===== config.mk =====
export PLATFORM = sky130hd
export DESIGN_NAME = psdt_cell
export DESIGN_NICKNAME = d
export VERILOG_FILES = /design/src/rtl/psdt_pkg.sv /design/src/rtl/psdt_cell.sv
export SDC_FILE = /design/constraint.sdc
export NUM_CORES = 1
export LEC_CHECK = 0
export BUFFER_PORTS_ARGS = -buffer_cell sky130_fd_sc_hd__buf_2
export CORE_ASPECT_RATIO = 1.4
export CORE_MARGIN = 2
export CORE_UTILIZATION = 48
export CTS_CLUSTER_DIAMETER = 80
export DETAILED_ROUTE_END_ITERATION = 10
export PLACE_DENSITY = 0.83
export SKIP_CTS_REPAIR_TIMING = 1
export SKIP_LAST_GASP = 1
export SLEW_MARGIN = 20
export SYNTH_ARGS = -nofsm -noshare
export SYNTH_HDL_FRONTEND = slang
export SYNTH_SLANG_ARGS = --single-unit

===== constraint.sdc =====
create_clock -name clk -period 6.4 [get_ports clk]
set_clock_uncertainty 0.05 [all_clocks]
set_input_delay 0.96 -clock clk [delete_from_list [all_inputs] [get_ports clk]]
set_output_delay 0.96 -clock clk [all_outputs]
set_load 0.03 [all_outputs]

===== src/rtl/psdt_pkg.sv =====
// Shared types and constants for the producer sequence dedup table
`default_nettype none
package psdt_pkg;
    localparam int TABLE_ENTRIES = 64;
    localparam int IDX_W = $clog2(TABLE_ENTRIES);
    localparam int CNT_W = $clog2(TABLE_ENTRIES + 1);
    localparam int OUT_CNT_W = 7;
    localparam logic [31:0] EXPIRY_RESET = 32'd604800000;
    localparam logic [31:0] SEQ_MAX = 32'h7FFF_FFFF;
    localparam logic [47:0] TIME_MAX = 48'hFFFF_FFFF_FFFF;

    localparam logic [1:0] ST_ACCEPTED = 2'd0;
    localparam logic [1:0] ST_BYPASSED = 2'd1;
    localparam logic [1:0] ST_OUT_OF_ORDER = 2'd2;
    localparam logic [1:0] ST_TABLE_FULL = 2'd3;

    // Broadcast from the controller to every cell
    typedef struct packed {
        logic        probe;     // match pass: compare key, report hit
        logic        write_hit; // write into the matched cell
        logic        write_new; // write into the claimed free cell
        logic        expire;    // drop entries older than cutoff
        logic [62:0] pid;
        logic [14:0] epoch;
        logic [31:0] seq;
        logic [47:0] wtime;
        logic signed [49:0] cutoff;
    } psdt_cmd_t;

    // Per-cell view handed back to the controller
    typedef struct packed {
        logic        hit;
        logic [31:0] seq;
        logic        valid;
        logic [47:0] wtime;
    } psdt_cell_stat_t;
endpackage
`default_nettype wire


===== src/rtl/psdt_cell.sv =====
// One table entry: key compare, update and expiry
`default_nettype none
module psdt_cell
    import psdt_pkg::*;
(
    input  wire logic            clk,
    input  wire logic            rst_n,
    input  wire psdt_cmd_t       cmd,
    input  wire logic            free_in,   // a lower cell is free
    output logic                 free_out,
    output psdt_cell_stat_t      stat
);
    logic        valid_reg, valid_next;
    logic        hit_reg;
    logic [62:0] pid_reg;
    logic [14:0] epoch_reg;
    logic [31:0] seq_reg;
    logic [47:0] wtime_reg;
    logic        claim;
    logic        match;
    logic        old;

    assign match = valid_reg && pid_reg == cmd.pid && epoch_reg == cmd.epoch;
    // free token ripples down the row; first free cell takes it
    assign claim = !valid_reg && !free_in;
    assign free_out = free_in || !valid_reg;
    assign old = $signed({2'b00, wtime_reg}) < cmd.cutoff;

    always_comb
    begin
        valid_next = valid_reg;
        if ((cmd.write_hit && hit_reg) || (cmd.write_new && claim))
            valid_next = 1'b1;
        else if (cmd.expire && valid_reg && old)
            valid_next = 1'b0;
    end

    always_ff @(posedge clk or negedge rst_n)
    begin
        if (!rst_n)
        begin
            valid_reg <= 1'b0;
            hit_reg <= 1'b0;
        end
        else
        begin
            valid_reg <= valid_next;
            if (cmd.probe)
                hit_reg <= match;
        end
    end

    always_ff @(posedge clk)
    begin
        if ((cmd.write_hit && hit_reg) || (cmd.write_new && claim))
        begin
            pid_reg <= cmd.pid;
            epoch_reg <= cmd.epoch;
            seq_reg <= cmd.seq;
            wtime_reg <= cmd.wtime;
        end
    end

    assign stat.hit = hit_reg;
    assign stat.seq = seq_reg;
    assign stat.valid = valid_reg;
    assign stat.wtime = wtime_reg;
endmodule
`default_nettype wire


# Word level (Yosys, flattened, before mapping)

Index checks and enable logic that the tools add are counted.

$lt $le $gt $ge: 1
Mux-type cells: 2
Reductions and logical operators: 12
Equal/unequal tests: 2

Operators with widths:

| operator          | number |
|---|---|
| $eq 63x63->1      | 1 |
| $lt 49x50->1      | 1 |
| $eq 15x15->1      | 1 |
| $logic_and 1x1->1 | 7 |
| $logic_not 1->1   | 2 |
| $logic_or 1x1->1  | 2 |
| $mux 1            | 2 |
| $reduce_bool 2->1 | 1 |

Word-level logic and storage cells: 23
Flip-flop bits (word level): 160
Output and inout port bits: 83
Input bits: 215

# Logic depth before layout (Yosys ltp)

Gate-level depths: netlist of run 1.

Depth in word-level cells: 5
Depth in mapped cells: 8
Mapped depth without buffers: 8

# Worst setup path before layout of run 1

OpenSTA, ideal clock, no wires.

Path kind: input -> register
From: input port free_in
To: register valid_reg
Stages: 6
Buffers on the path: 0
Library setup time: 0.069 ns
Setup slack: 0.882 ns
Arrival time: 5.399 ns
Data required time: 6.281 ns
Path through: nor2_1 a22o_1 nor2_1 nor3_1 o211ai_1 nand3_1

Word-level cells in the longest chain between the ends: 5
Elaborated cells between the ends (all ways): 6
Those cells by class: 1 x mux; 5 x reduce/logical

Ends and longest elaborated chain:

| what                 | line            | source |
|---|---|---|
| from (decl)          | psdt_cell.sv:9  | `input wire logic free_in,` |
| $logic_not 1->1      | psdt_cell.sv:25 | `assign claim = !valid_reg && !free_in;` |
| $logic_and 1x1->1    | psdt_cell.sv:25 |  |
| $logic_and 1x1->1    | psdt_cell.sv:32 | `if ((cmd.write_hit && hit_reg) \|\| (cmd.write_new && claim))` |
| $logic_or 1x1->1     | psdt_cell.sv:32 |  |
| $mux 1               | psdt_cell.sv:32 |  |
| named net valid_next | psdt_cell.sv:13 | `logic valid_reg, valid_next;` |
| to (signal assigned) | psdt_cell.sv:47 | `valid_reg <= valid_next;` |
| to (decl)            | psdt_cell.sv:13 |  |

The timed path passes the listed nets, and every way through them passes these cells.
A chain may end at the register's enable or synchronous reset.

# Worst setup path after layout of run 1

From: input port free_in
To: register pid_reg[19], enable pin

Word-level cells in the longest chain between the ends: 4

Ends and longest elaborated chain:

| what                 | line            | source |
|---|---|---|
| $logic_not 1->1      | psdt_cell.sv:25 |  |
| $logic_and 1x1->1    | psdt_cell.sv:25 |  |
| $logic_and 1x1->1    | psdt_cell.sv:55 | `if ((cmd.write_hit && hit_reg) \|\| (cmd.write_new && claim))` |
| $logic_or 1x1->1     | psdt_cell.sv:55 |  |
| to (signal assigned) | psdt_cell.sv:57 | `pid_reg <= cmd.pid;` |
| to (decl)            | psdt_cell.sv:15 | `logic [62:0] pid_reg;` |

Every way passes these cells.

==> summary.txt, run 1 <==
Cells and area
  – Post-route design area: 9280 µm²
  – Layout cells sized above 1: 41.7%
  – Fill cell count: 1125
  – Final #Nets: 1055
  – Area Overhead vs Synth: 33.1%
  – Largest register FFs: 63

Global route
  – Largest net degree at the start of global routing: 62
  – Vias in the first global route: 5286
  – Initial antenna violation count: 4
  – Gr ovfl total: 0
  – GR Layer Usage met1: 22.9%
  – Aggregate global-route resource usage: between 20% and 30%
  – GRT met2 Usage: slightly below 40%
  – Grt peak-use layer: met2
  – First-pass GRT wire length: between 20000 and 30000 µm
  – Met3 usage in global routing: 7.90%

Routing
  – # DRC: 0
  – 1st-pass router iterations: 6
  – Initial DRC Count: 262
  – Vias per inst: 5.04
  – Final WL: around 17000 µm
  – Routed Antenna Nets: 0
  – WL per Instance: about 17 µm
  – Via Count: 5026

Place
  – Placer Congestion: 0.825
  – Port Buffers: 297
  – Area after DPL: 8700 µm²
  – DP HPWL: 13200 µm

Synthesis
  – Synth top area share: 68.1%
  – Netlist cell types: 37
  – Synth top area cells: edfxtp_1 (68%), ha_1 (8.4%), xor2_1 (5.2%)
  – Cell type with the largest total area after synthesis: edfxtp_1
  – Seq/Total Area, Yosys: 68.8%
  – Ys Warns: 0
  – FF+latch count, synth: 160
  – Synthesized area: 6970 µm²
  – Avg Cell Area, Syn: 14.6 µm²
  – Syn_nets: 739
  – Cell count after synthesis: approximately 480

Clock network
  – CTS tree: done
  – Reg clk slew, reported paths: approximately 0.060 ns
  – Worst-Skew Late Latency: 0.41 ns
  – H-Tree Level Count: 4
  – Sink Count: 160
  – Root Driver: clkbuf_16
  – Clock buffer depth: 2
  – Total CTS buffers: 17

Die
  – Die span in y: 147 µm
  – Initial cell density of the core: approximately half
  – Core Box Area: about 14000 µm²
  – Die area: 15500 µm²
  – # rows: 52
  – I/O pin cnt: 298
  – Die W: 106 µm

Timing
  – Final Cycle Share: 40.3%
  – Final Hold Viols: 0
  – Min cycle time layout: approximately 2.6 ns
  – Worst-Margin Slew: about 0.8 ns
  – Setup TNS after final layout: 0 ns
  – RSZ-0062 raised after global routing: false
  – Pins Over Slew Limit: 0
  – Max Freq: 387 MHz
  – Final setup fails: 0
  – Max-slew headroom: 45.8%

Setup path
  – Crit path DAT: 2.58 ns
  – CP Data Required Time: ~6.4 ns
  – CP Launch Type: input port
  – Setup crit end kind: register
  – Kind of critical path: input port to register
  – Worst Path Max Fanout: 61

Power
  – PwrDens: around 280 nW/µm²
  – Max IR drop VDD: 237 µV
  – Leak pwr: 4.14 nW

Job
  – Max-cap violations: 0

Status
  – Status: finished clean

Min path
  – Hold WC Path Type: input port to async pin
-- path summary, 6_finish.rpt --
check                        startpoint     endpoint  slack (ns)  depth (start not counted)
setup / recovery                free_in  pid_reg[19]        3.82                          4
max in group asynchronous         rst_n      hit_reg        5.91                          1
hold reg to reg            epoch_reg[5]      hit_reg        0.61                          3
min in group clk           epoch_reg[5]      hit_reg        0.61                          3
hold / removal                    rst_n    valid_reg        0.28                          1
setup reg to reg              valid_reg  pid_reg[19]        4.00                          3
-- cell usage after synthesis --
master	count
a211o_1	1
a211oi_1	2
a21o_1	1
a21oi_1	22
a221oi_1	5
a221oi_2	1
a22o_1	6
a22oi_1	1
a31o_2	1
a41o_1	1
buf_4	2
dfrtp_1	2
edfxtp_1	158
ha_1	47
inv_1	77
inv_2	1
nand2_1	12
nand2b_1	4
nand3_1	5
nand4_1	15
nor2_1	10
nor2b_1	2
nor3_1	6
nor4_1	12
nor4_2	1
nor4b_1	1
o211ai_1	1
o21a_1	1
o21ai_0	10
o221ai_1	2
o22ai_1	11
o2bb2ai_1	6
o31ai_1	1
or3_1	1
or4_1	1
xnor2_1	6
xor2_1	41
-- per-stage QoR --
| step | std cells | power [mW] | utilization, % | hold slack [ns] | worst slack (ns) |
|---|---|---|---|---|---|
| 2_1_floorplan | 477 | 1.49 | - | 0.429 | 0.882 |
| 3_3_place_gp | 963 | 1.61 | 60.8 | 0.550 | 3.44 |
| 3_5_place_dp | 963 | 1.62 | 60.8 | 0.592 | 3.41 |
| 4_1_cts | 995 | 2.61 | 64.8 | 0.262 | 3.83 |
| 5_1_grt | 998 | 2.68 | 64.9 | 0.260 | 3.74 |
| 6_report | 998 | 2.58 | 64.9 | 0.283 | 3.82 |
-- report_power, final --
| group | leakage, nW | total [mW] | internal (mW) | switching [mW] |
|---|---|---|---|---|
| Clock | 0.288 | 0.981 | 0.550 | 0.431 |
| Combinational | 2.37 | 0.335 | 0.127 | 0.208 |
| Sequential | 1.48 | 1.26 | 1.24 | 0.0283 |
| Total | 4.14 | 2.58 | 1.91 | 0.667 |
-- per-layer routing --
| layer | up-vias | routed length [µm] |
|---|---|---|
| met5 | - | 11 |
| met4 | 2 | 382 |
| li1 | 2415 | - |
| met1 | 2337 | 6110 |
| met2 | 242 | 8770 |
| met3 | 30 | 1470 |
-- cells in the final DEF (no fill, tap or decap), drive strengths merged, types with 5 or more instances in the layout --
| cell type | netlist | final |
|---|---|---|
| o2bb2ai | 6 | 6 |
| a221oi | 6 | 6 |
| edfxtp | 158 | 158 |
| nand3 | 5 | 5 |
| nor3 | 6 | 6 |
| o21ai | 10 | 10 |
| a22o | 6 | 6 |
| ha | 47 | 47 |
| nor4 | 13 | 13 |
| a21oi | 22 | 22 |
| o22ai | 11 | 11 |
| xnor2 | 6 | 6 |
| nand4 | 15 | 15 |
| nor2 | 10 | 10 |
| xor2 | 41 | 41 |
| nand2 | 12 | 12 |
| clkbuf | 0 | 17 |
| inv | 78 | 88 |
| buf | 2 | 299 |
-- cell families after synthesis --
kind of cell             share of synthesized area [%]
adder cells (fa/ha/maj)                           8.43
XOR/XNOR                                          5.90
buffers and inverters                             4.41
AO/OA/AOI/OAI                                     7.04
flip-flops                                        68.8
AND/OR/NAND/NOR                                   5.44
-- cell type report --
cell class	instances	area (µm²)	area share [%]
sequential	160	4790	51.7
multi-input combinational	237	1880	20.2
timing repair buffer	299	1500	16.2
clock buffer	17	425	4.58
inverter	78	293	3.15
tap	189	236	2.55
clock inverter	15	146	1.58
antenna	3	7.51	0.0809
-- critical path, cell delays in order --
cell    delay [ns]
buf_2         0.12
nor2_1        0.12
a22o_4        0.66
buf_4         0.65
Power figures use the tool's default switching activity.
==> run 2, diff against run 1 <==
--- a/config.mk
+++ b/config.mk
@@ -5,13 +5,14 @@
 export SDC_FILE = /design/constraint.sdc
 export NUM_CORES = 1
 export LEC_CHECK = 0
+export ABC_AREA = 1
 export BUFFER_PORTS_ARGS = -buffer_cell sky130_fd_sc_hd__buf_2
 export CORE_ASPECT_RATIO = 1.4
 export CORE_MARGIN = 2
-export CORE_UTILIZATION = 48
+export CORE_UTILIZATION = 44
 export CTS_CLUSTER_DIAMETER = 80
 export DETAILED_ROUTE_END_ITERATION = 10
-export PLACE_DENSITY = 0.83
+export PLACE_DENSITY = 0.8
 export SKIP_CTS_REPAIR_TIMING = 1
 export SKIP_LAST_GASP = 1
 export SLEW_MARGIN = 20
==> constraint.sdc (replaced) <==
create_clock -name clk -period 2.12 [get_ports clk]
set_clock_uncertainty 0.05 [all_clocks]
set_input_delay 0.318 -clock clk [delete_from_list [all_inputs] [get_ports clk]]
set_output_delay 0.318 -clock clk [all_outputs]
set_load 0.03 [all_outputs]
==> summary.txt, run 2 <==
Status
  – Status: finished clean (unchanged)

Timing
  – RSZ-0062 raised after global routing: false (unchanged)
  – Final Hold Viols: 0 (unchanged)
  – Final Cycle Share: 87.6%
  – Setup TNS after final layout: 0 ns (unchanged)
  – Pins Over Slew Limit: 0 (unchanged)
  – Max-slew headroom: 39.9% (was 45.8%)
  – Max Freq: between 500 and 600 MHz
  – Worst-Margin Slew: 0.902 ns (was 0.813 ns)
  – Post-route setup slack: 0.262 ns (was 3.82 ns)
  – Min cycle time layout: roughly 1.9 ns
  – Final setup fails: 0 (unchanged)

Synthesis
  – Cell count after synthesis: 661 (was 477)
  – Cell type with the largest total area after synthesis: edfxtp_1 (unchanged)
  – Synth async-reset ratio: 1.25% (unchanged)
  – EDFF count, synth: 158 (unchanged)
  – Synth top area cells: edfxtp_1 (64%), ha_1 (8.0%), nand2_1 (7.7%) (was edfxtp_1 (68%), ha_1 (8.4%), xor2_1 (5.2%))
  – FF+latch count, synth: 160 (unchanged)
  – Ys Warns: 0 (unchanged)
  – Most numerous cell in the Yosys netlist: edfxtp_1 (unchanged)
  – Seq/Total Area, Yosys: 65.0% (was 68.8%)
  – Synthesized area: 7380 µm² (was 6970 µm²)
  – Synth top cells by count: edfxtp_1 (158), nand2_1 (151), inv_1 (134) (was edfxtp_1 (158), inv_1 (77), ha_1 (47))
  – Avg Cell Area, Syn: 11.2 µm² (was 14.6 µm²)
  – Synth top area share: 64.3% (was 68.1%)
  – Syn_nets: 923 (was 739)
  – Netlist cell types: 23 (was 37)
  – Primary FF master, synth: edfxtp_1 (unchanged)

Power
  – Max IR drop VDD: 566 µV (was 237 µV)
  – PwrDens: 780 nW/µm² (was 278 nW/µm²)
  – Leak pwr: 4.91 nW (was 4.14 nW)
  – Pwr Total: 7.98 mW (was 2.58 mW)

Routing
  – WL per Instance: 14.2 µm (was 16.8 µm)
  – # DRC: 0 (unchanged)
  – 1st-pass router iterations: 5 (was 6)
  – Routed Antenna Nets: 0 (unchanged)
  – Vias per inst: 4.66 (was 5.04)
  – Final WL: 17700 µm (was 16800 µm)
  – Via Count: 5796 (was 5026)
  – Initial DRC Count: 338 (was 262)

Global route
  – Aggregate global-route resource usage: 18.6% (was 21.7%)
  – First-pass GRT wire length: 25300 µm (was 25700 µm)
  – Vias in the first global route: 5440 (was 5286)
  – Initial antenna violation count: 1 (was 4)
  – Gr ovfl total: 0 (unchanged)
  – Largest net degree at the start of global routing: 159 (was 62)

Setup path
  – CP Data Required Time: 2.12 ns (was 6.40 ns)
  – Setup crit end kind: register (unchanged)
  – Reg2reg start: valid_reg (unchanged)
  – Crit path DAT: 1.86 ns (was 2.58 ns)
  – Kind of critical path: register to register (was input port to register)
  – Critical-path top delay cell: buf_12 (was a22o_4)
  – CP Launch Type: register (was input port)
  – Critical-path cell list: inv_2, a32oi_2, clkinvlp_4, buf_12 (was buf_2, nor2_1, a22o_4, buf_4)
  – R2R Setup Slk: 0.26 ns (was 4.00 ns)
  – Worst setup startpoint: valid_reg (was free_in)
  – Max incr delay on CP: 0.56 ns (was 0.66 ns)
  – Worst Path Max Fanout: 158 (was 61)

Cells and area
  – Area Overhead vs Synth: 38.7% (was 33.1%)
  – Layout Cells excl Fill: 1243 (was 998)
  – Layout cells sized above 1: 32.6% (was 41.7%)
  – Most frequent cells in the layout: buf_2 (297), edfxtp_1 (158), nand2_1 (151) (was buf_2 (297), edfxtp_1 (158), inv_1 (77))
  – Largest register FFs: 63 (unchanged)
  – Post-route design area: 10200 µm² (was 9280 µm²)
  – Commonest non-fill, non-tap cell in the layout: buf_2 (unchanged)
  – Final #Nets: 1288 (was 1055)

Clock network
  – CTS tree: done (unchanged)
  – Sink Count: 160 (unchanged)
  – Worst-Skew Late Latency: 0.43 ns (was 0.41 ns)
  – H-Tree Level Count: 4 (unchanged)
  – Root Driver: clkbuf_16 (unchanged)
  – Total CTS buffers: 17 (unchanged)
  – Reg clk slew, reported paths: 0.07 ns (was 0.06 ns)
  – Clock buffer depth: 2 (unchanged)

Job
  – Max-cap violations: 0 (unchanged)

Die
  – # rows: 56 (was 52)
  – Initial cell density of the core: 44.4% (was 48.7%)
  – Die span in y: 157 µm (was 147 µm)
  – Die area: 17800 µm² (was 15500 µm²)
  – Core Box Area: 16600 µm² (was 14300 µm²)
  – Die W: 113 µm (was 106 µm)
  – I/O pin cnt: 298 (unchanged)

Place
  – Placed Cells incl. Taps: 1161 (was 963)
  – Port Buffers: 297 (unchanged)
  – DP HPWL: 12900 µm (was 13200 µm)
  – Area after DPL: 9140 µm² (was 8700 µm²)
  – Placer Congestion: 0.823 (was 0.825)
  – Setup WS pre-CTS: 0.207 ns (was 3.41 ns)

Min path
  – Hold path start: cmd[54]
  – Hold WC Path Type: input port to register (was input port to async pin)
==> run 2: final timing paths <==
path                            endpoint  cells after the start
max                        wtime_reg[36]                      4
min                         wtime_reg[4]                      1
max reg2reg                wtime_reg[36]                      4
max in group asynchronous      valid_reg                      2
min in group asynchronous        hit_reg                      2
min reg2reg                      hit_reg                      2
==> run 2: cells by family after synthesis <==
kind of cell | count (synthesis) | synth area share, %
flops | 160 | 65.0
compound gates | 60 | 4.51
buf+inv | 137 | 7.07
xor+xnor | 23 | 2.73
simple gates | 234 | 12.7
fa+ha+maj | 47 | 7.97
==> run 2: area by class of cell <==
type	count	area, µm²
Sequential cell	160	4790
Clock inverter	15	169
Clock buffer	17	425
Antenna cell	1	2.50
Multi-Input combinational cell	364	2070
Tap cell	203	254
Fill cell	1304	6380
Inverter	135	510
Timing Repair Buffer	348	2000
==> run 2: worst max-delay path: cells and delay by family (launching register included) <==
kind,cells,cell delay [ns]
flip-flops,1,0.39
AO/OA/AOI/OAI,1,0.12
buffers and inverters,3,0.74
==> run 2: layer usage <==
| layer | global-route usage, % | vias to the layer above | share of wire, % |
|---|---|---|---|
| met5 | 0 | - | 0 |
| met4 | 8.25 | 0 | 2.7 |
| met3 | 5.39 | 29 | 5.9 |
| met2 | 34.4 | 209 | 55 |
| met1 | 19.4 | 2643 | 36 |
| li1 | - | 2915 | - |
==> run 2: metrics by stage <==
stage | utilization, % | hold slack (ns)
after floorplan | - | -0.0276
after global placement | 55.0 | 0.0567
after detailed placement | 55.0 | 0.0624
after CTS | 58.6 | -0.404
after global routing | 61.6 | -0.00251
final | 61.6 | 0.00905
==> run 2: report_power, final <==
part	internal, mW	switching [mW]	total, mW
registers	3.71	0.0697	3.78
clock network	1.77	1.34	3.11
logic	0.439	0.647	1.09
==> run 3, diff against run 2 <==
--- a/config.mk
+++ b/config.mk
@@ -12,6 +12,7 @@
 export CORE_UTILIZATION = 44
 export CTS_CLUSTER_DIAMETER = 80
 export DETAILED_ROUTE_END_ITERATION = 10
+export HOLD_SLACK_MARGIN = 0.15
 export PLACE_DENSITY = 0.8
 export SKIP_CTS_REPAIR_TIMING = 1
 export SKIP_LAST_GASP = 1
==> summary.txt, run 3 (synthesis results as in run 2) <==
Clock network
  – Reg clk slew, reported paths: 0.07 ns (about the same)
  – Clock buffer depth: 2 (unchanged)
  – Worst-Skew Late Latency: 0.43 ns (about the same)
  – Root Driver: clkbuf_16 (unchanged)
  – H-Tree Level Count: 4 (unchanged)
  – Sink Count: 160 (unchanged)
  – CTS tree: done (unchanged)
  – Total CTS buffers: 17 (unchanged)

Min path
  – Hold WC Path Type: input port to register (unchanged)
  – Hold depth: 3 (was 1)
  – Hold path start: cmd[209] (was cmd[54])
  – Hold worst-path end: valid_reg (was wtime_reg[4])

Routing
  – Via Count: 6550 (was 5796)
  – Routed Antenna Nets: 0 (unchanged)
  – Final WL: 21400 µm (was 17700 µm)
  – Vias per inst: 4.83 (was 4.66)
  – 1st-pass router iterations: 5 (unchanged)
  – # DRC: 0 (unchanged)
  – Initial DRC Count: 450 (was 338)
  – WL per Instance: 15.8 µm (was 14.2 µm)

Die
  – # rows: 56 (unchanged)
  – I/O pin cnt: 298 (unchanged)
  – Die W: 113 µm (unchanged)
  – Initial cell density of the core: 44.4% (unchanged)
  – Die area: 17800 µm² (unchanged)
  – Die span in y: 157 µm (unchanged)
  – Core Box Area: 16600 µm² (unchanged)

Job
  – Max-cap violations: 0 (unchanged)

Global route
  – First-pass GRT wire length: 25300 µm (unchanged)
  – Gr ovfl total: 0 (unchanged)
  – Initial antenna violation count: 2 (was 1)
  – Vias in the first global route: 5440 (unchanged)
  – Aggregate global-route resource usage: 18.6% (unchanged)
  – Largest net degree at the start of global routing: 159 (unchanged)

Timing
  – Max-slew headroom: 31.4% (was 39.9%)
  – Worst-Margin Slew: 1.03 ns (was 0.902 ns)
  – Final Cycle Share: 92.1% (was 87.6%)
  – Min cycle time layout: 1.95 ns (was 1.86 ns)
  – Final setup fails: 0 (unchanged)
  – Hold Slack: 0.191 ns (was 0.00905 ns)
  – Max Freq: 512 MHz (was 538 MHz)
  – RSZ-0062 raised after global routing: false (unchanged)
  – Final Hold Viols: 0 (unchanged)
  – Pins Over Slew Limit: 0 (unchanged)

Setup path
  – CP Data Required Time: 2.04 ns (was 2.12 ns)
  – Worst reg2reg path endpoint: pid_reg[47] (was wtime_reg[36])
  – CP Launch Type: input port (was register)
  – Reg2reg start: valid_reg (unchanged)
  – Crit path DAT: 1.88 ns (was 1.86 ns)
  – Worst Path Max Fanout: 158 (unchanged)
  – Setup crit end kind: register (unchanged)
  – Kind of critical path: input port to register (was register to register)
  – R2R depth: 4 (unchanged)
  – R2R Setup Slk: 0.22 ns (was 0.26 ns)

Place
  – Port Buffers: 297 (unchanged)
  – DP HPWL: 12900 µm (unchanged)
  – Placer Congestion: 0.823 (unchanged)

Power
  – Pwr Total: 8.23 mW (was 7.98 mW)
  – Max IR drop VDD: 524 µV (was 566 µV)
  – PwrDens: 724 nW/µm² (was 780 nW/µm²)
  – Leak pwr: 5.38 nW (was 4.91 nW)

Cells and area
  – Largest register FFs: 63 (unchanged)
  – Final #Nets: 1401 (was 1288)
  – Layout cells sized above 1: 29.4% (was 32.6%)
  – Most frequent cells in the layout: buf_2 (297), dlygate4sd3_1 (162), edfxtp_1 (158) (was buf_2 (297), edfxtp_1 (158), nand2_1 (151))
  – Commonest non-fill, non-tap cell in the layout: buf_2 (unchanged)
  – Area Overhead vs Synth: 54.0% (was 38.7%)

Status
  – Status: finished clean (unchanged)
[run 3: power breakdown]
part           total, mW  internal, mW  switching [mW]
registers           3.79          3.71          0.0789
clock network       3.15          1.77            1.38
logic               1.29         0.577           0.711
total               8.23          6.06            2.17
[run 3: routing by layer]
layer / vias up / part of all wire (%) / GRT usage (%)
met2: 313 / 56 / 34.4
met3: 62 / 5.8 / 5.39
met4: 0 / 4.1 / 8.25
li1: 3139 / - / -
met5: - / 0 / 0
met1: 3036 / 34 / 19.4
[run 3: final cells by class]
type / instances / area (µm²)
sequential: 160 / 4790
timing repair buffer: 461 / 3140
multi-input combinational: 364 / 2070
clock buffer: 17 / 425
inverter: 135 / 510
antenna: 2 / 5.00
clock inverter: 15 / 169
fill: 1116 / 5240
tap: 203 / 254
[run 3: metrics by stage]
stage	TNS [ns]	cell area (µm²)	setup WS, ns	utilization (%)	cells
after floorplan	-214.69	7390	-1.36	-	661
after global placement	0	9140	0.280	55.0	1161
after detailed placement	0	9140	0.207	55.0	1161
after CTS	0	9740	0.247	58.6	1193
after global routing	0	11400	0.132	68.4	1357
final	0	11400	0.167	68.4	1357
[run 3: worst max-delay path by stage]
stage / slack [ns] / cells after the start / startpoint / end
final: 0.17 / 5 / cmd[210] / pid_reg[23]
after CTS: 0.25 / 10 / wtime_reg[9] / valid_reg
after global routing: 0.13 / 12 / cmd[151] / hit_reg
after detailed placement: 0.21 / 12 / cmd[9] / valid_reg
after floorplan: -1.36 / 3 / valid_reg / epoch_reg[0]
after global placement: 0.28 / 12 / cmd[9] / valid_reg
[run 3: worst max-delay path, cell delays in order]
cell and delay, ns:
dlygate4sd3_1 0.53, buf_2 0.12, a32oi_2 0.23, clkinvlp_4 0.15
buf_12 0.21
